## src/rtl/core/assert_macros.svh

```systemverilog
// ---------------------------------------------------------------------------
// Assertion macros shared by the RTL
// ---------------------------------------------------------------------------
`ifndef ASSERT_MACROS_SVH
`define ASSERT_MACROS_SVH

// Property must hold at every clock edge outside reset.
`define ASSERT_ALWAYS(label, clk, rst, prop, msg) \
  label: assert property (@(posedge clk) disable iff (rst) (prop)) else $error(msg);

// Antecedent in one cycle implies the consequent in the next cycle.
`define ASSERT_NEXT(label, clk, rst, ante, cons, msg) \
  label: assert property (@(posedge clk) disable iff (rst) (ante) |=> (cons)) else $error(msg);

`endif

```

## src/rtl/core/dqdel_pkg.sv

```systemverilog
// ---------------------------------------------------------------------------
// dqdel_pkg
// Types, sizes and helpers for the linked deque with delete by value.
// ---------------------------------------------------------------------------
package dqdel_pkg;

  localparam int CAPACITY  = 16;
  localparam int DATA_BITS = 32;
  localparam int IDX_W     = $clog2(CAPACITY);
  localparam int CNT_W     = $clog2(CAPACITY + 1);

  // Port field widths
  localparam int MODE_W   = 3;
  localparam int WORD_W   = 32;
  localparam int STAT_W   = 2;
  localparam int COUNT_W  = 5;
  localparam int IN_TDATA_W  = 32;
  localparam int OUT_TDATA_W = 40;

  typedef enum logic [MODE_W-1:0] {
    OP_PUSH_FRONT = 3'd0,
    OP_POP_FRONT  = 3'd1,
    OP_PUSH_BACK  = 3'd2,
    OP_POP_BACK   = 3'd3,
    OP_DELETE     = 3'd4
  } op_t;

  typedef enum logic [STAT_W-1:0] {
    ST_OK        = 2'd0,
    ST_EMPTY     = 2'd1,
    ST_FULL      = 2'd2,
    ST_NOT_FOUND = 2'd3
  } stat_t;

  typedef enum logic [2:0] {
    S_IDLE,
    S_EXEC,
    S_SCAN,
    S_UNLINK,
    S_FINISH
  } state_t;

  // Lowest-numbered set bit of the free mask.
  function automatic logic [IDX_W-1:0] lowest_free(input logic [CAPACITY-1:0] mask);
    logic [IDX_W-1:0] idx;
    idx = '0;
    for (int i = CAPACITY - 1; i >= 0; i--) begin
      if (mask[i]) begin
        idx = IDX_W'(i);
      end
    end
    return idx;
  endfunction

endpackage

```

## src/rtl/core/deque_with_delete_by_value_top.sv

```systemverilog
// ---------------------------------------------------------------------------
// deque_with_delete_by_value_top
// Bounded deque of data words kept as a doubly linked list over slots.
// ---------------------------------------------------------------------------
// Usage:
//   Slave channel s_*: one request per beat. s_tuser carries the operation
//   (push front, pop front, push back, pop back, delete first match),
//   s_tdata the word to push or to search for.
//   Master channel m_*: exactly one result beat per request, in order:
//   popped word, status and the entry count after the request.
//   A push, an unknown operation or a pop from an empty deque runs execute
//   and finish; other pops add an unlink step; a delete walks the list from
//   the front in scan steps, unlinking on a hit. The delete walk reads one
//   slot and runs one compare per cycle, which makes it the longest request.
//   A new request is taken the cycle after the previous one has moved into
//   the result register, so requests never overlap in the working stages.
//   Reset empties the queue (all slots free, count zero), holds s_tready low
//   and clears the result valid; no clearing pass over the slot memory.
//   When the receiver stalls, the finished result holds in the output
//   register, one further request may be accepted and worked up to its
//   final step, and the block then waits until the held beat is taken.
// ---------------------------------------------------------------------------
module deque_with_delete_by_value_top (
  input  logic                                clk,
  input  logic                                rst,
  input  logic                                s_tvalid,
  output logic                                s_tready,
  input  logic [dqdel_pkg::IN_TDATA_W-1:0]    s_tdata,   // [31:0] value
  input  logic [dqdel_pkg::MODE_W-1:0]        s_tuser,   // [2:0] mode
  output logic                                m_tvalid,
  input  logic                                m_tready,
  // [31:0] popped_value, [33:32] status, [38:34] entry_count, [39] zero
  output logic [dqdel_pkg::OUT_TDATA_W-1:0]   m_tdata
);
  import dqdel_pkg::*;

  // Slot storage, no reset: only values read from slots holding entries are ever used
  logic [DATA_BITS-1:0] entry_store [CAPACITY];
  logic [IDX_W-1:0]     next_link   [CAPACITY];
  logic [IDX_W-1:0]     prev_link   [CAPACITY];

  // Control state
  state_t               state, state_next;
  logic [IDX_W-1:0]     front_index, back_index;
  logic [CAPACITY-1:0]  free_slots;
  logic [CNT_W-1:0]     count_held;

  // Per-request working registers
  op_t                  op;
  logic [DATA_BITS-1:0] word;
  logic [IDX_W-1:0]     cur;
  logic [CNT_W-1:0]     scan_k;
  logic [DATA_BITS-1:0] popped;
  stat_t                status;

  logic                 accept, out_load;
  logic                 full, empty, is_push, is_pop, push_ok, at_front;
  logic [IDX_W-1:0]     free_slot, pop_slot, rd_addr, nxt_s, prv_s;
  logic [DATA_BITS-1:0] rd_data;
  logic                 hit, scan_end;

  assign accept    = s_tvalid && s_tready;
  assign s_tready  = (state == S_IDLE) && !rst;
  assign full      = (count_held == CNT_W'(CAPACITY));
  assign empty     = (count_held == '0);
  assign is_push   = (op == OP_PUSH_FRONT) || (op == OP_PUSH_BACK);
  assign is_pop    = (op == OP_POP_FRONT) || (op == OP_POP_BACK);
  assign at_front  = (op == OP_PUSH_FRONT);
  assign push_ok   = (state == S_EXEC) && is_push && !full;
  assign free_slot = lowest_free(free_slots);
  assign pop_slot  = (op == OP_POP_FRONT) ? front_index : back_index;

  // Single read port into the slot store, shared by pop and the walk
  assign rd_addr   = (state == S_EXEC) ? pop_slot : cur;
  assign rd_data   = entry_store[rd_addr];
  assign hit       = (rd_data == word);
  assign scan_end  = (scan_k == count_held);
  assign nxt_s     = next_link[cur];
  assign prv_s     = prev_link[cur];
  assign out_load  = (state == S_FINISH) && (!m_tvalid || m_tready);

  // Sequencer
  always_ff @(posedge clk) begin
    if (rst) begin
      state <= S_IDLE;
    end else begin
      state <= state_next;
    end
  end

  always_comb begin
    state_next = state;
    case (state)
      S_IDLE: begin
        if (accept) begin
          state_next = S_EXEC;
        end
      end
      S_EXEC: begin
        if (is_pop) begin
          state_next = empty ? S_FINISH : S_UNLINK;
        end else if (op == OP_DELETE) begin
          state_next = S_SCAN;
        end else begin
          state_next = S_FINISH;
        end
      end
      S_SCAN: begin
        if (scan_end) begin
          state_next = S_FINISH;
        end else if (hit) begin
          state_next = S_UNLINK;
        end
      end
      S_UNLINK: state_next = S_FINISH;
      S_FINISH: begin
        if (out_load) begin
          state_next = S_IDLE;
        end
      end
      default: state_next = S_IDLE;
    endcase
  end

  // Working registers
  always_ff @(posedge clk) begin
    case (state)
      S_IDLE: begin
        if (accept) begin
          op   <= op_t'(s_tuser);
          word <= DATA_BITS'(s_tdata);
        end
      end
      S_EXEC: begin
        popped <= '0;
        status <= ST_OK;
        if (is_push) begin
          if (full) begin
            status <= ST_FULL;
          end
        end else if (is_pop) begin
          if (empty) begin
            status <= ST_EMPTY;
          end else begin
            popped <= rd_data;
            cur    <= pop_slot;
          end
        end else if (op == OP_DELETE) begin
          cur    <= front_index;
          scan_k <= '0;
        end
      end
      S_SCAN: begin
        if (scan_end) begin
          status <= ST_NOT_FOUND;
        end else if (!hit) begin
          cur    <= nxt_s;
          scan_k <= scan_k + CNT_W'(1);
        end
      end
      default: ;
    endcase
  end

  // Slot store and links
  always_ff @(posedge clk) begin
    if (push_ok) begin
      entry_store[free_slot] <= word;
      if (!empty) begin
        if (at_front) begin
          next_link[free_slot]   <= front_index;
          prev_link[front_index] <= free_slot;
        end else begin
          prev_link[free_slot]  <= back_index;
          next_link[back_index] <= free_slot;
        end
      end
    end else if (state == S_UNLINK && count_held != CNT_W'(1) &&
                 cur != front_index && cur != back_index) begin
      // splice a middle entry out
      next_link[prv_s] <= nxt_s;
      prev_link[nxt_s] <= prv_s;
    end
  end

  // Ends, free mask and count
  always_ff @(posedge clk) begin
    if (rst) begin
      front_index <= '0;
      back_index  <= '0;
      free_slots  <= '1;
      count_held  <= '0;
    end else if (push_ok) begin
      free_slots[free_slot] <= 1'b0;
      count_held            <= count_held + CNT_W'(1);
      if (empty) begin
        front_index <= free_slot;
        back_index  <= free_slot;
      end else if (at_front) begin
        front_index <= free_slot;
      end else begin
        back_index <= free_slot;
      end
    end else if (state == S_UNLINK) begin
      free_slots[cur] <= 1'b1;
      count_held      <= count_held - CNT_W'(1);
      if (count_held == CNT_W'(1)) begin
        front_index <= '0;
        back_index  <= '0;
      end else if (cur == front_index) begin
        front_index <= nxt_s;
      end else if (cur == back_index) begin
        back_index <= prv_s;
      end
    end
  end

  // Result register
  always_ff @(posedge clk) begin
    if (rst) begin
      m_tvalid <= 1'b0;
    end else if (out_load) begin
      m_tvalid <= 1'b1;
    end else if (m_tready) begin
      m_tvalid <= 1'b0;
    end
  end

  always_ff @(posedge clk) begin
    if (out_load) begin
      m_tdata <= {1'b0, COUNT_W'(count_held), STAT_W'(status), WORD_W'(popped)};
    end
  end

`include "assert_macros.svh"

  `ASSERT_ALWAYS(a_count_bound, clk, rst, count_held <= CNT_W'(CAPACITY), "count over capacity")
  `ASSERT_ALWAYS(a_free_match, clk, rst, $countones(~free_slots) == count_held, "mask vs count")
  `ASSERT_ALWAYS(a_scan_bound, clk, rst, state != S_SCAN || scan_k <= count_held, "walk overran")
  `ASSERT_NEXT(a_accept_exec, clk, rst, accept, state == S_EXEC, "accepted request not executed")

endmodule
```

## config.mk

```make
export PLATFORM = sky130hd
export DESIGN_NAME = deque_with_delete_by_value_top
export DESIGN_NICKNAME = d
export VERILOG_FILES = /design/src/rtl/core/dqdel_pkg.sv /design/src/rtl/core/deque_with_delete_by_value_top.sv
export VERILOG_INCLUDE_DIRS = /design/src /design/src/rtl/core
export SDC_FILE = /design/constraint.sdc
export NUM_CORES = 1
export LEC_CHECK = 0
export ABC_CLOCK_PERIOD_IN_PS = 5810
export CAP_MARGIN = 5
export CORE_MARGIN = 1.5
export CORE_UTILIZATION = 44
export DETAILED_ROUTE_END_ITERATION = 7
export DONT_BUFFER_PORTS = 1
export PLACE_DENSITY_LB_ADDON = 0.12
export SETUP_SLACK_MARGIN = 0.15
export SYNTH_ARGS = -nofsm -noshare
export SYNTH_HDL_FRONTEND = slang
export SYNTH_SLANG_ARGS = --single-unit
```

## constraint.sdc

```tcl
create_clock -name clk -period 5.81 [get_ports clk]
set_input_delay 0.581 -clock clk [delete_from_list [all_inputs] [get_ports clk]]
set_output_delay 0.581 -clock clk [all_outputs]
set_load 0.01 [all_outputs]
```

==> results.py <==
metrics = {
    "final_layout": {
        "final_common_cell": "edfxtp_1",
        "post-route-util_pct": 50.2,
        "fill_cells": 6640,
        "stdcell_count": 3569,
        "syn_to_final_growth_pct": 12.8,
        "layout-drive-gt1-share_pct": 14.7,
        "antenna_cells": 0,
        "layout.nets": 2507,
        "fin_area_um2": 39000,
        "multi_input_area_um2": 10300,
        "seqCellArea_um2": 23500,
        "layout_common_cells": "edfxtp_1, nand2_1, nor2_1",
    },
    "power_and_ir_drop": {
        "p_int_mw": 11.5,
        "combinationalPowerShare_pct": 33.6,
        "p_clk_share_pct": 28.4,
        "power.switching_mw": 6.47,
        "p_leak_nw": 12.6,
        "cellPowerDensity_nw_per_um2": 461,
        "vdd_ir_drop_max_v": 0.000230,
        "pwr-share-seq_pct": 38.0,
        "p_sw_share_pct": 36.0,
        "p_total_mw": 18.0,
    },
    "sta": {
        "rsz0062_at_grt": "false",
        "clock_skew_ns": 0.0205,
        "hold_violations": 0,
        "max_slew_margin_pct": 22.0,
        "drv_slew": 0,
        "period_minus_slack_ns": 5.53,
        "finalCritPeriodShare_pct": 95.2,
        "tightestPinTransition_ns": 1.17,
        "finalSetupViolations": 0,
        "max_freq_ghz": 0.181,
        "setup_tns_ns": 0,
    },
    "grt": {
        "grt_max_degree": 65,
        "grt.total_usage_pct": 27.1,
        "overflow": 0,
        "grt_pass1_wl_um": 160000,
        "grt_antenna_before_repair": 2,
        "grt_pass1_vias": 22400,
    },
    "floorplan": {
        "die_area_um2": 80300,
        "start_util_pct": 44.6,
        "die_w_um": 283,
        "fp.dieH_um": 283,
        "core-area_um2": 77600,
        "rows": 102,
        "num_io_pins": 81,
    },
    "clock_network": {
        "cts_sinks": 794,
        "cts_root_buf": "clkbuf_16",
        "cts_buffers": 84,
        "cts_tree": "done",
        "htree_levels": 3,
        "cts_setup_buffers": 0,
        "path_clk_slew_ns": 0.06,
        "worstSkewPairLatency_ns": 0.64,
        "clockBufferDepth": 3,
    },
    "logic_synthesis": {
        "synth_cell_types": 95,
        "synth_edf_count": 757,
        "avgSynthCellArea_um2": 14.2,
        "synth_top_area_share_pct": 65.7,
        "ys_warn_count": 0,
        "yosys.area.top_type": "edfxtp_1",
        "synthFlopType": "edfxtp_1",
        "syn_inst": 2427,
        "syn_nets": 2470,
        "netlist_area_um2": 34600,
        "synth-async-reset-ratio_pct": 0,
        "ys_seq_area_share_pct": 67.9,
        "ys_top_cells_by_area": "edfxtp_1, mux4_2, dfxtp_1, mux2i_1, a211oi_1",
        "synth-seq-cells": 794,
    },
    "critical_path": {
        "worstPathRequired_ns": 6.32,
        "critPathArrivalTime_ns": 6.05,
        "critical_path_class": "reg -> reg",
        "timing.rr.start": "state[2]",
        "reg2reg_setup_slack_ns": 0.28,
        "rr_worst_depth": 12,
        "start_kind": "register",
        "critPathMaxFanout": 21,
        "endpoint_kind": "register",
    },
    "drt": {
        "dr_total_vias": 22900,
        "drtAntennaViolNets": 0,
        "drt_iter0_drc": 2547,
        "wl_per_cell_um": 30.9,
        "firstDrtPassIters": 6,
        "routed_via_density": 6.42,
        "wirelength_um": 110000,
        "drc": 0,
    },
    "place": {
        "gp_congestion": 0.905,
        "dp_cells": 3417,
        "port_buffers": 0,
        "hpwlAfterDp_um": 70200,
        "dpl_cell_area_um2": 36400,
    },
    "hold_path": {
        "hold_class": "in -> reg",
        "min_from": "rst",
        "holdPathStages": 1,
        "whs_endpoint": "count_held[4]",
    },
    "flow_run": {
        "cap_viol_max_count": 0,
    },
    "run_status": {
        "outcome": "completed",
    },
}
[cell families after synthesis]
| kind of cell | after synthesis | synth area share (%) |
|---|---|---|
| DFF | 794 | 67.9 |
| AOI/OAI and AO/OA | 627 | 13.5 |
| and+or+nand+nor | 596 | 8.49 |
| buffers and inverters | 218 | 2.83 |
| muxes | 137 | 5.87 |
| xor gates and xnor gates | 50 | 1.27 |
| adders and majority gates | 4 | 0.145 |
| other | 1 | 0.0108 |
[power by group through the flow]
| stage | clock (mW) | combinational, mW | sequential (mW) |
|---|---|---|---|
| 4_1_cts | 5.18 | 5.91 | 6.84 |
| 2_1_floorplan | 0 | 3.76 | 6.77 |
| 3_5_place_dp | 0 | 5.89 | 6.96 |
| 5_1_grt | 5.40 | 6.29 | 6.86 |
| 6_report | 5.11 | 6.03 | 6.83 |
| 3_3_place_gp | 0 | 5.86 | 6.95 |
[cell usage after synthesis (23+ instances only)]
cell / instances
a2111o_1: 25
dfxtp_1: 37
buf_2: 46
a21boi_0: 29
and3_1: 72
a211oi_1: 83
o32ai_1: 37
a311oi_1: 29
nand3_1: 56
xnor2_1: 32
o211ai_1: 36
or3_1: 23
nor2_1: 155
a21oi_1: 80
o21ai_0: 97
a32oi_1: 31
edfxtp_1: 757
clkbuf_1: 100
mux2i_1: 73
nand2_1: 145
inv_1: 32
nor3_1: 52
mux4_2: 50
[flip-flops by register name (all words and copies together) (netlist names), named ones only]
signal,cells
scan_k,5
free_slots,16
next_link,64
popped,32
front_index,4
m_tvalid,1
back_index,4
word,32
entry_store,512
prev_link,64
status,2
state,3
count_held,5
op,3
m_tdata,39
cur,4
[cell type report]
class	instances	area share (%)
clock buffer	113	5.88
clock inverter	38	0.703
inverter	34	0.331
multi-input combinational	1415	26.5
sequential	794	60.2
tap	1040	3.34
timing repair buffer	135	3.02
[how the worst max path moves through the flow]
stage,startpoint,endpoint,slack [ns],cells past startpoint
after floorplan,state[1],register,1.17,17
after global placement,op[1],scan_k[3],0.40,14
after detailed placement,state[2],scan_k[4],0.41,15
after CTS,state[2],scan_k[2],0.41,15
after global routing,op[1],register,0.22,11
final,state[2],register,0.28,12
[worst max-delay path, stage by stage (launching register included)]
cell,delay [ns]
dfxtp_1,0.41
or3b_2,0.68
buf_4,0.26
a211oi_4,0.62
nor2_4,0.30
mux2i_1,0.23
a221oi_1,0.91
xor2_1,0.12
or4_1,0.46
a2111oi_2,0.47
o211ai_2,0.27
o21bai_4,0.32
mux2_4,0.33
[metrics by stage]
stage	setup slack, ns	hold slack [ns]
finish	0.277	0.0313
global route	0.222	0.0130
floorplan	1.17	0.400
CTS	0.408	0.000713
global placement	0.403	0.403
detailed placement	0.415	0.407
[per-layer routing]
layer | GRT usage, % | share of wire (%) | routed length (um)
met1 | 37.2 | 41 | 45400
met2 | 43.3 | 47 | 51800
met3 | 4.11 | 7.6 | 8360
met4 | 11.0 | 4.1 | 4480
met5 | 0 | 0.052 | 57
[what timing repair did]
item / CTS / global route
hold buffers: 1 / 0
endpoints found under the hold margin: 3 / 0
resized for setup: 0 / 0
(Power assumes the default switching activity.)
